--- src/sv/mfr_pkg.sv ---
// Package for the marker frame receiver: widths, store depth, register indexes,
// controller state type and the command/status structs shared by controller,
// datapath and top level. No dependencies.
package mfr_pkg;

    localparam int BYTE_W       = 8;
    localparam int BUFFER_DEPTH = 64;
    localparam int ADDR_W       = $clog2(BUFFER_DEPTH);
    localparam int FILL_W       = $clog2(BUFFER_DEPTH + 1);
    localparam int LEN_W        = 7;
    localparam int CFG_IDX_W    = 2;

    localparam logic [BYTE_W-1:0] START_MARKER_RST = 8'd42;
    localparam logic [BYTE_W-1:0] END_MARKER_RST   = 8'd35;

    localparam logic [CFG_IDX_W-1:0] CFG_START_MARKER = 2'd0;
    localparam logic [CFG_IDX_W-1:0] CFG_END_MARKER   = 2'd1;

    typedef enum logic [2:0] {
        ST_HUNT,
        ST_FRAME,
        ST_READ,
        ST_EMIT,
        ST_OVF
    } state_t;

    typedef struct packed {
        logic start_frame;
        logic store_byte;
        logic clear_fill;
        logic rd_start;
        logic rd_issue;
        logic rd_advance;
        logic sel_ovf;
    } cmd_t;

    typedef struct packed {
        logic is_start;
        logic is_full;
        logic closes;
        logic is_last;
    } status_t;

endpackage

--- src/sv/mfr_if.sv ---
// Channel interfaces of the marker frame receiver: received bytes, frame
// results and register writes. Depends on mfr_pkg.
interface mfr_in_if;
    logic                        valid;
    logic                        ready;
    logic [mfr_pkg::BYTE_W-1:0]  rx_byte;

    modport source (output valid, output rx_byte, input ready);
    modport sink   (input valid, input rx_byte, output ready);
endinterface

interface mfr_out_if;
    logic                        valid;
    logic                        ready;
    logic [mfr_pkg::BYTE_W-1:0]  frame_byte;
    logic                        frame_last;
    logic [mfr_pkg::LEN_W-1:0]   frame_length;
    logic                        overflow;

    modport source (output valid, output frame_byte, output frame_last,
                    output frame_length, output overflow, input ready);
    modport sink   (input valid, input frame_byte, input frame_last,
                    input frame_length, input overflow, output ready);
endinterface

interface mfr_cfg_if;
    logic                          valid;
    logic                          ready;
    logic [mfr_pkg::CFG_IDX_W-1:0] index;
    logic [mfr_pkg::BYTE_W-1:0]    data;

    modport source (output valid, output index, output data, input ready);
    modport sink   (input valid, input index, input data, output ready);
endinterface

--- src/sv/mfr_ctrl.sv ---
// Controller state machine of the marker frame receiver: hunt, collect,
// read out and overflow report. Depends on mfr_pkg.
module mfr_ctrl (
    input  logic              clk,
    input  logic              rst_n,
    input  logic              in_valid,
    output logic              in_ready,
    output logic              out_valid,
    input  logic              out_ready,
    input  mfr_pkg::status_t  status,
    output mfr_pkg::cmd_t     cmd
);
    import mfr_pkg::*;

    state_t state_reg;
    state_t state_next;

    always_ff @(posedge clk or negedge rst_n)
    begin
        if (!rst_n)
        begin
            state_reg <= ST_HUNT;
        end
        else
        begin
            state_reg <= state_next;
        end
    end

    always_comb
    begin
        state_next = state_reg;
        unique case (state_reg)
            ST_HUNT:
            begin
                if (in_valid && status.is_start)
                begin
                    state_next = ST_FRAME;
                end
            end
            ST_FRAME:
            begin
                if (in_valid)
                begin
                    if (status.is_full)
                    begin
                        state_next = ST_OVF;
                    end
                    else if (status.closes)
                    begin
                        state_next = ST_READ;
                    end
                end
            end
            ST_READ:
            begin
                state_next = ST_EMIT;
            end
            ST_EMIT:
            begin
                if (out_ready)
                begin
                    state_next = status.is_last ? ST_HUNT : ST_READ;
                end
            end
            ST_OVF:
            begin
                if (out_ready)
                begin
                    state_next = ST_HUNT;
                end
            end
            default:
            begin
                state_next = ST_HUNT;
            end
        endcase
    end

    always_comb
    begin
        in_ready  = 1'b0;
        out_valid = 1'b0;
        cmd       = '0;
        unique case (state_reg)
            ST_HUNT:
            begin
                in_ready        = 1'b1;
                cmd.start_frame = in_valid && status.is_start;
            end
            ST_FRAME:
            begin
                in_ready       = 1'b1;
                cmd.clear_fill = in_valid && status.is_full;
                cmd.store_byte = in_valid && !status.is_full;
                cmd.rd_start   = in_valid && !status.is_full && status.closes;
            end
            ST_READ:
            begin
                cmd.rd_issue = 1'b1;
            end
            ST_EMIT:
            begin
                out_valid      = 1'b1;
                cmd.clear_fill = out_ready && status.is_last;
                cmd.rd_advance = out_ready && !status.is_last;
            end
            ST_OVF:
            begin
                out_valid   = 1'b1;
                cmd.sel_ovf = 1'b1;
            end
            default:
            begin
                in_ready = 1'b0;
            end
        endcase
    end

endmodule

--- src/sv/mfr_dp.sv ---
// Datapath of the marker frame receiver: marker registers, frame store,
// fill count, previous byte and read pointer. Depends on mfr_pkg.
module mfr_dp (
    input  logic                          clk,
    input  logic                          rst_n,
    input  logic                          cfg_we,
    input  logic [mfr_pkg::CFG_IDX_W-1:0] cfg_index,
    input  logic [mfr_pkg::BYTE_W-1:0]    cfg_data,
    input  logic [mfr_pkg::BYTE_W-1:0]    rx_byte,
    input  mfr_pkg::cmd_t                 cmd,
    output mfr_pkg::status_t              status,
    output logic [mfr_pkg::BYTE_W-1:0]    frame_byte,
    output logic                          frame_last,
    output logic [mfr_pkg::LEN_W-1:0]     frame_length,
    output logic                          overflow
);
    import mfr_pkg::*;

    logic [BYTE_W-1:0] start_marker_reg;
    logic [BYTE_W-1:0] end_marker_reg;
    logic [FILL_W-1:0] fill_reg;
    logic [FILL_W-1:0] fill_next;
    logic [BYTE_W-1:0] prev_reg;
    logic [BYTE_W-1:0] prev_next;
    logic [FILL_W-1:0] rd_ptr_reg;
    logic [FILL_W-1:0] rd_ptr_next;
    logic [BYTE_W-1:0] rd_data_reg;
    logic [BYTE_W-1:0] store_mem [BUFFER_DEPTH];
    logic [FILL_W-1:0] rd_ptr_inc;

    // Register writes; indexes past the list are ignored.
    always_ff @(posedge clk or negedge rst_n)
    begin
        if (!rst_n)
        begin
            start_marker_reg <= START_MARKER_RST;
            end_marker_reg   <= END_MARKER_RST;
        end
        else if (cfg_we)
        begin
            unique case (cfg_index)
                CFG_START_MARKER: start_marker_reg <= cfg_data;
                CFG_END_MARKER:   end_marker_reg   <= cfg_data;
                default:          start_marker_reg <= start_marker_reg;
            endcase
        end
    end

    assign rd_ptr_inc = rd_ptr_reg + FILL_W'(1);

    assign status.is_start = (rx_byte == start_marker_reg);
    assign status.is_full  = (fill_reg == FILL_W'(BUFFER_DEPTH));
    assign status.closes   = (rx_byte == end_marker_reg) && (prev_reg == end_marker_reg);
    assign status.is_last  = (rd_ptr_inc == fill_reg);

    always_comb
    begin
        fill_next   = fill_reg;
        prev_next   = prev_reg;
        rd_ptr_next = rd_ptr_reg;
        if (cmd.start_frame)
        begin
            fill_next = FILL_W'(1);
            prev_next = rx_byte;
        end
        else if (cmd.store_byte)
        begin
            fill_next = fill_reg + FILL_W'(1);
            prev_next = rx_byte;
        end
        else if (cmd.clear_fill)
        begin
            fill_next = '0;
        end
        if (cmd.rd_start)
        begin
            rd_ptr_next = '0;
        end
        else if (cmd.rd_advance)
        begin
            rd_ptr_next = rd_ptr_inc;
        end
    end

    always_ff @(posedge clk or negedge rst_n)
    begin
        if (!rst_n)
        begin
            fill_reg   <= '0;
            prev_reg   <= '0;
            rd_ptr_reg <= '0;
        end
        else
        begin
            fill_reg   <= fill_next;
            prev_reg   <= prev_next;
            rd_ptr_reg <= rd_ptr_next;
        end
    end

    // Frame store: one write port, one registered read port.
    always_ff @(posedge clk)
    begin
        if (cmd.start_frame)
        begin
            store_mem[0] <= rx_byte;
        end
        else if (cmd.store_byte)
        begin
            store_mem[fill_reg[ADDR_W-1:0]] <= rx_byte;
        end
        if (cmd.rd_issue)
        begin
            rd_data_reg <= store_mem[rd_ptr_reg[ADDR_W-1:0]];
        end
    end

    assign frame_byte   = cmd.sel_ovf ? '0 : rd_data_reg;
    assign frame_last   = cmd.sel_ovf ? 1'b1 : status.is_last;
    assign frame_length = cmd.sel_ovf ? '0 : LEN_W'(fill_reg);
    assign overflow     = cmd.sel_ovf;

endmodule

--- src/sv/marker_frame_receiver.sv ---
// Marker frame receiver top level: joins controller and datapath to the
// byte, result and register write channels. Depends on mfr_pkg, mfr_if,
// mfr_ctrl, mfr_dp. After the closing end marker is taken, ST_READ loads the
// store's registered read port and ST_EMIT offers the first result. One byte
// per cycle is taken while collecting; each result passes through ST_READ and
// ST_EMIT at the single read port, and the next is read only once the last
// is taken. No byte is taken while results are pending. Reset (rst_n low,
// async) returns to hunting with fill count zero and markers at 42 and 35.
module marker_frame_receiver (
    input  logic        clk,
    input  logic        rst_n,
    mfr_in_if.sink      rx,
    mfr_out_if.source   frame,
    mfr_cfg_if.sink     cfg
);
    import mfr_pkg::*;

    cmd_t    cmd;
    status_t status;
    logic    in_ready;
    logic    out_valid;

    // Markers are plain registers, so a write beat always completes at once.
    assign cfg.ready = 1'b1;

    // Controller: decide what each byte beat and each result beat does.
    mfr_ctrl u_ctrl (
        .clk       (clk),
        .rst_n     (rst_n),
        .in_valid  (rx.valid),
        .in_ready  (in_ready),
        .out_valid (out_valid),
        .out_ready (frame.ready),
        .status    (status),
        .cmd       (cmd)
    );

    // Datapath: hold markers, collect the frame, walk the store on readout.
    mfr_dp u_dp (
        .clk          (clk),
        .rst_n        (rst_n),
        .cfg_we       (cfg.valid),
        .cfg_index    (cfg.index),
        .cfg_data     (cfg.data),
        .rx_byte      (rx.rx_byte),
        .cmd          (cmd),
        .status       (status),
        .frame_byte   (frame.frame_byte),
        .frame_last   (frame.frame_last),
        .frame_length (frame.frame_length),
        .overflow     (frame.overflow)
    );

    assign rx.ready    = in_ready;
    assign frame.valid = out_valid;

endmodule

--- src/flat_wrapper.sv ---
// flat-port wrapper written by rule: the top's interface ports become plain ports
module marker_frame_receiver_flat import mfr_pkg::*;
  (clk, rst_n, rx_valid, rx_rx_byte, rx_ready, frame_valid, frame_frame_byte, frame_frame_last, frame_frame_length, frame_overflow, frame_ready, cfg_valid, cfg_index, cfg_data, cfg_ready);
  mfr_in_if rx_i ();
  mfr_out_if frame_i ();
  mfr_cfg_if cfg_i ();
  input  logic clk;
  input  logic rst_n;
  input wire logic [$bits(rx_i.valid)-1:0] rx_valid;
  input wire logic [$bits(rx_i.rx_byte)-1:0] rx_rx_byte;
  output wire logic [$bits(rx_i.ready)-1:0] rx_ready;
  output wire logic [$bits(frame_i.valid)-1:0] frame_valid;
  output wire logic [$bits(frame_i.frame_byte)-1:0] frame_frame_byte;
  output wire logic [$bits(frame_i.frame_last)-1:0] frame_frame_last;
  output wire logic [$bits(frame_i.frame_length)-1:0] frame_frame_length;
  output wire logic [$bits(frame_i.overflow)-1:0] frame_overflow;
  input wire logic [$bits(frame_i.ready)-1:0] frame_ready;
  input wire logic [$bits(cfg_i.valid)-1:0] cfg_valid;
  input wire logic [$bits(cfg_i.index)-1:0] cfg_index;
  input wire logic [$bits(cfg_i.data)-1:0] cfg_data;
  output wire logic [$bits(cfg_i.ready)-1:0] cfg_ready;
  assign rx_i.valid = rx_valid;
  assign rx_i.rx_byte = rx_rx_byte;
  assign rx_ready = rx_i.ready;
  assign frame_valid = frame_i.valid;
  assign frame_frame_byte = frame_i.frame_byte;
  assign frame_frame_last = frame_i.frame_last;
  assign frame_frame_length = frame_i.frame_length;
  assign frame_overflow = frame_i.overflow;
  assign frame_i.ready = frame_ready;
  assign cfg_i.valid = cfg_valid;
  assign cfg_i.index = cfg_index;
  assign cfg_i.data = cfg_data;
  assign cfg_ready = cfg_i.ready;
  marker_frame_receiver u_core (.clk(clk), .rst_n(rst_n), .rx(rx_i), .frame(frame_i), .cfg(cfg_i));
endmodule
--- config.mk ---
export PLATFORM = sky130hd
export DESIGN_NAME = marker_frame_receiver_flat
export DESIGN_NICKNAME = d
export VERILOG_FILES = /design/src/sv/mfr_pkg.sv /design/src/sv/mfr_if.sv /design/src/sv/mfr_ctrl.sv /design/src/sv/mfr_dp.sv /design/src/sv/marker_frame_receiver.sv /design/src/flat_wrapper.sv
export SDC_FILE = /design/constraint.sdc
export NUM_CORES = 1
export LEC_CHECK = 0
export BUFFER_PORTS_ARGS = -buffer_cell sky130_fd_sc_hd__buf_2
export CAP_MARGIN = 20
export CORE_AREA = 4 4 187 235
export CTS_CLUSTER_SIZE = 24
export DETAILED_ROUTE_END_ITERATION = 8
export DIE_AREA = 0 0 191 239
export HOLD_SLACK_MARGIN = 0.02
export PLACE_DENSITY = 0.73
export SLEW_MARGIN = 15
export SYNTH_ARGS = -nofsm -noshare
export SYNTH_HDL_FRONTEND = slang
export SYNTH_SLANG_ARGS = --single-unit
--- constraint.sdc ---
create_clock -name clk -period 5.75 [get_ports clk]
set_input_delay 0.2875 -clock clk [delete_from_list [all_inputs] [get_ports clk]]
set_output_delay 0.2875 -clock clk [all_outputs]
set_load 0.03 [all_outputs]
==> impl_metrics.py <==
metrics = {
    "timing": {
        "finalHoldViolations": 0,
        "finalSetupViolations": 0,
        "rsz0062_at_grt": "false",
        "final.period_utilization_pct": 66.4,
        "least_margin_pin_slew_ns": 1.15,
        "final.setup.worst_slack_ns": 1.93,
        "setup_tns_ns": 0,
        "worst_slew_margin_rel_pct": 23.1,
        "finClkSkew_ns": 0.0185,
        "timing.final.crit_period_ns": 3.82,
        "report.final.slew_viol_count": 0,
        "timing.fmax_ghz": 0.262,
    },
    "worst_setup_path": {
        "critical_path.n_buffers_inverters": 1,
        "timing.critical_path.fanout_max": 50,
        "r2r_end": "u_core.u_dp.rd_data_reg[5]",
        "cp.arrival_ns": 3.53,
        "critical_path.cell_chain": "ha_1, nand3_1, or3_1, a22o_1, o22ai_1, buf_2",
        "worst-setup-path-type": "reg2out",
        "worst_path_max_delay_cell": "sky130_fd_sc_hd__dfrtp_4",
        "ff2ff_path_depth": 5,
        "timing.reg2reg.setup_slack_ns": 2.30,
        "crit_required_ns": 5.46,
        "timing.critical_path.slowest_cell_delay_ns": 1.05,
        "regToRegStartpoint": "u_core.u_dp.rd_ptr_reg[0]",
        "crit_path_end_kind": "primary output",
        "worst_path_dominant_cell_family": "flip-flops",
        "worstSetupStartpoint": "u_core.u_dp.rd_ptr_reg[0]",
        "timing.critical_path.from_type": "register",
    },
    "synth": {
        "synth_edf_count": 520,
        "yosys_top_cell_by_area": "sky130_fd_sc_hd__edfxtp_1",
        "ys_warn_count": 0,
        "synthesized_instance_count": 1159,
        "synth_area_um2": 22700,
        "yosys_register_bits": 561,
        "synth_largest_type_area_fraction_pct": 68.8,
        "async_flop_share_pct": 7.31,
        "synth_area_leaders": "sky130_fd_sc_hd__edfxtp_1, sky130_fd_sc_hd__mux4_2, sky130_fd_sc_hd__dfrtp_1",
        "synth_sequential_area_ratio_pct": 73.3,
        "syn-num-nets": 1185,
        "synth.lib_cells_used.distinct": 58,
        "synth_ff_type": "sky130_fd_sc_hd__edfxtp_1",
        "syn_avg_cell_area_um2": 19.6,
    },
    "finish": {
        "post-route-util_pct": 60.3,
        "layout-drive-gt1-share_pct": 24.7,
        "finish.net_count": 1253,
        "antenna_cells": 0,
        "post_layout_instance_count_excluding_filler_cells": 1827,
        "regMostFlops": "u_core.u_dp.store_mem",
        "largest_register_ff_count": 512,
        "area_growth_syn_to_layout_pct": 10.7,
    },
    "place": {
        "place_hpwl_um": 32200,
        "buffer_ports.inserted": 41,
        "detailedPlace.worstSlack_ns": 2.29,
        "post-place-cells": 1724,
        "gp_routability_congestion": 0.847,
    },
    "route": {
        "dr_total_vias": 11400,
        "final_routed_wire_length_divided_by_cell_count_um": 28.1,
        "final_antenna_net_count": 0,
        "drt_drc_violations_left": 0,
        "drt_pass1_iterations": 5,
        "viasPerCell": 6.23,
        "drt-initial-drc-count": 1436,
        "routed_wl_um": 51300,
    },
    "hold_path": {
        "hold_depth": 3,
        "worst_hold_path.endpoint": "u_core.u_ctrl.state_reg[2]",
        "worst_hold_path_type": "in2reg",
        "min-delay-start": "rx_valid",
    },
    "floorplanning": {
        "die_area_um2": 45600,
        "row_count": 84,
        "ioPinCount": 43,
        "start_util_pct": 54.4,
        "core_region_area_um2": 41700,
        "die-width_um": 191,
        "die_height_um": 239,
    },
    "grt": {
        "first_global_vias": 11700,
        "leftover_overflow_at_the_end_of_global_routing": 0,
        "antenna_violations_before_repair": 0,
        "grt_max_degree": 69,
        "groute.usage.overall_pct": 22.8,
        "grt_pass1_wl_um": 76400,
    },
    "outcome": {
        "run_status": "finished clean",
    },
    "clock_tree": {
        "clock_tree_from_tritoncts": "built",
        "cts-root-buf": "sky130_fd_sc_hd__clkbuf_16",
        "cts_sinks": 561,
        "max_root_sink_buffers": 3,
        "reg_clk_slew_reported_paths_ns": 0.06,
        "post_cts_repair_resize_count": 0,
        "cts_buffers": 51,
        "cts_h_tree_depth": 2,
        "clkLatencyLatePin_ns": 0.58,
    },
    "pwr": {
        "leakagePower_nw": 8.00,
        "power.density_nw_per_um2": 410,
        "power.total_mw": 10.3,
        "max-vdd-ir-drop_mv": 0.221,
    },
    "job": {
        "timing.max_cap.violations": 0,
    },
}
[metal layers]
metal  up-vias  GRT usage (%)  wire (µm)
met4         0           8.86       2170
met1      5925           30.0      19300
li1       4863              -          -
met3       126           3.42       3200
met2       466           39.0      26600
met5         -              0          0
[worst reg2reg max path, stage by stage, from the launching register on]
cell	delay, ns
sky130_fd_sc_hd__dfrtp_4	1.05
sky130_fd_sc_hd__buf_4	0.52
sky130_fd_sc_hd__mux4_1	0.64
sky130_fd_sc_hd__mux4_2	0.48
sky130_fd_sc_hd__nor3_1	0.41
sky130_fd_sc_hd__a211oi_1	0.09
[per-stage QoR]
stage,instance area (µm²),hold slack [ns]
after floorplan,22700,-0.00809
after global placement,23400,0.483
after detailed placement,23400,0.486
after CTS,25100,0.0369
after global routing,25100,0.0903
final,25100,0.0673
[layout by cell type (no fill, tap or decap), types with 3 or more instances in the layout]
| cell type | netlist | final |
|---|---|---|
| sky130_fd_sc_hd__a211oi_1 | 8 | 8 |
| sky130_fd_sc_hd__a21oi_1 | 16 | 16 |
| sky130_fd_sc_hd__a22oi_1 | 16 | 16 |
| sky130_fd_sc_hd__and2_1 | 4 | 4 |
| sky130_fd_sc_hd__and3_1 | 8 | 8 |
| sky130_fd_sc_hd__buf_2 | 19 | 41 |
| sky130_fd_sc_hd__buf_4 | 13 | 25 |
| sky130_fd_sc_hd__bufinv_16 | 0 | 3 |
| sky130_fd_sc_hd__clkbuf_1 | 16 | 14 |
| sky130_fd_sc_hd__clkbuf_16 | 0 | 53 |
| sky130_fd_sc_hd__clkinv_1 | 0 | 6 |
| sky130_fd_sc_hd__clkinv_2 | 0 | 13 |
| sky130_fd_sc_hd__dfrtp_1 | 35 | 32 |
| sky130_fd_sc_hd__dfstp_2 | 6 | 6 |
| sky130_fd_sc_hd__dlygate4sd3_1 | 0 | 9 |
| sky130_fd_sc_hd__edfxtp_1 | 520 | 520 |
| sky130_fd_sc_hd__ha_1 | 3 | 3 |
| sky130_fd_sc_hd__inv_1 | 8 | 8 |
| sky130_fd_sc_hd__mux2_2 | 32 | 32 |
| sky130_fd_sc_hd__mux2i_1 | 39 | 39 |
| sky130_fd_sc_hd__mux4_1 | 13 | 13 |
| sky130_fd_sc_hd__mux4_2 | 120 | 120 |
| sky130_fd_sc_hd__nand2_1 | 21 | 21 |
| sky130_fd_sc_hd__nand2b_1 | 4 | 4 |
| sky130_fd_sc_hd__nand3_1 | 20 | 20 |
| sky130_fd_sc_hd__nor2_1 | 93 | 92 |
| sky130_fd_sc_hd__nor2b_1 | 21 | 21 |
| sky130_fd_sc_hd__nor3_1 | 28 | 28 |
| sky130_fd_sc_hd__o21ai_0 | 16 | 16 |
| sky130_fd_sc_hd__o21ai_1 | 6 | 6 |
| sky130_fd_sc_hd__o221ai_1 | 8 | 8 |
| sky130_fd_sc_hd__o22ai_1 | 5 | 5 |
| sky130_fd_sc_hd__or3_1 | 4 | 4 |
| sky130_fd_sc_hd__xnor2_1 | 8 | 8 |
| sky130_fd_sc_hd__xor2_1 | 8 | 8 |
[Yosys cell counts, types with 5 or more instances]
| master | number |
|---|---|
| sky130_fd_sc_hd__inv_1 | 8 |
| sky130_fd_sc_hd__buf_2 | 19 |
| sky130_fd_sc_hd__buf_4 | 13 |
| sky130_fd_sc_hd__a21oi_1 | 16 |
| sky130_fd_sc_hd__buf_6 | 6 |
| sky130_fd_sc_hd__mux2i_1 | 39 |
| sky130_fd_sc_hd__edfxtp_1 | 520 |
| sky130_fd_sc_hd__nor2_1 | 93 |
| sky130_fd_sc_hd__nand2_1 | 21 |
| sky130_fd_sc_hd__dfstp_2 | 6 |
| sky130_fd_sc_hd__mux2_2 | 32 |
| sky130_fd_sc_hd__xnor2_1 | 8 |
| sky130_fd_sc_hd__nor3_1 | 28 |
| sky130_fd_sc_hd__xor2_1 | 8 |
| sky130_fd_sc_hd__o21ai_0 | 16 |
| sky130_fd_sc_hd__clkbuf_1 | 16 |
| sky130_fd_sc_hd__nor2b_1 | 21 |
| sky130_fd_sc_hd__o21ai_1 | 6 |
| sky130_fd_sc_hd__o221ai_1 | 8 |
| sky130_fd_sc_hd__and3_1 | 8 |
| sky130_fd_sc_hd__o22ai_1 | 5 |
| sky130_fd_sc_hd__nand3_1 | 20 |
| sky130_fd_sc_hd__a22oi_1 | 16 |
| sky130_fd_sc_hd__dfrtp_1 | 35 |
| sky130_fd_sc_hd__mux4_1 | 13 |
| sky130_fd_sc_hd__a211oi_1 | 8 |
| sky130_fd_sc_hd__mux4_2 | 120 |
[cells by family (layout without fill, tap and decap cells)]
group           Yosys count  count (layout)  share of synthesized area (%)
compound gates           88              88                           2.62
flops                   561             561                           73.3
buf+inv                  69             178                           1.81
fa+ha+maj                 3               3                          0.165
other cells               1               1                         0.0165
xor+xnor                 17              17                          0.722
mux                     205             205                           16.8
simple gates            215             215                           4.57
[worst max path at each step]
stage                                    to  depth (start not counted)  slack, ns
2_1_floorplan  u_core.u_dp.store_mem[26][0]                          9       3.26
3_3_place_gp     u_core.u_dp.rd_data_reg[5]                          5       2.31
3_5_place_dp     u_core.u_dp.rd_data_reg[5]                          5       2.29
4_1_cts                    frame_frame_last                          6       1.87
5_1_grt                    frame_frame_last                          6       1.70
6_report                   frame_frame_last                          6       1.93
[timing repair]
action,in CTS,in global routing
buffers inserted,0,0
endpoints found under the hold margin,51,0
hold buffers,9,0
[power breakdown]
part / switching, mW / internal (mW)
logic: 1.15 / 1.02
clock network: 1.42 / 1.85
registers: 0.249 / 4.63
total: 2.82 / 7.50
[cell type report]
type	count	area, µm²
clock buffer	69	1410
clock inverter	25	201
fill	2938	16600
inverter	8	30.0
multi-input combinational	529	5650
sequential	561	16700
tap	559	699
timing repair buffer	76	503
Power figures use the tool's default switching activity.
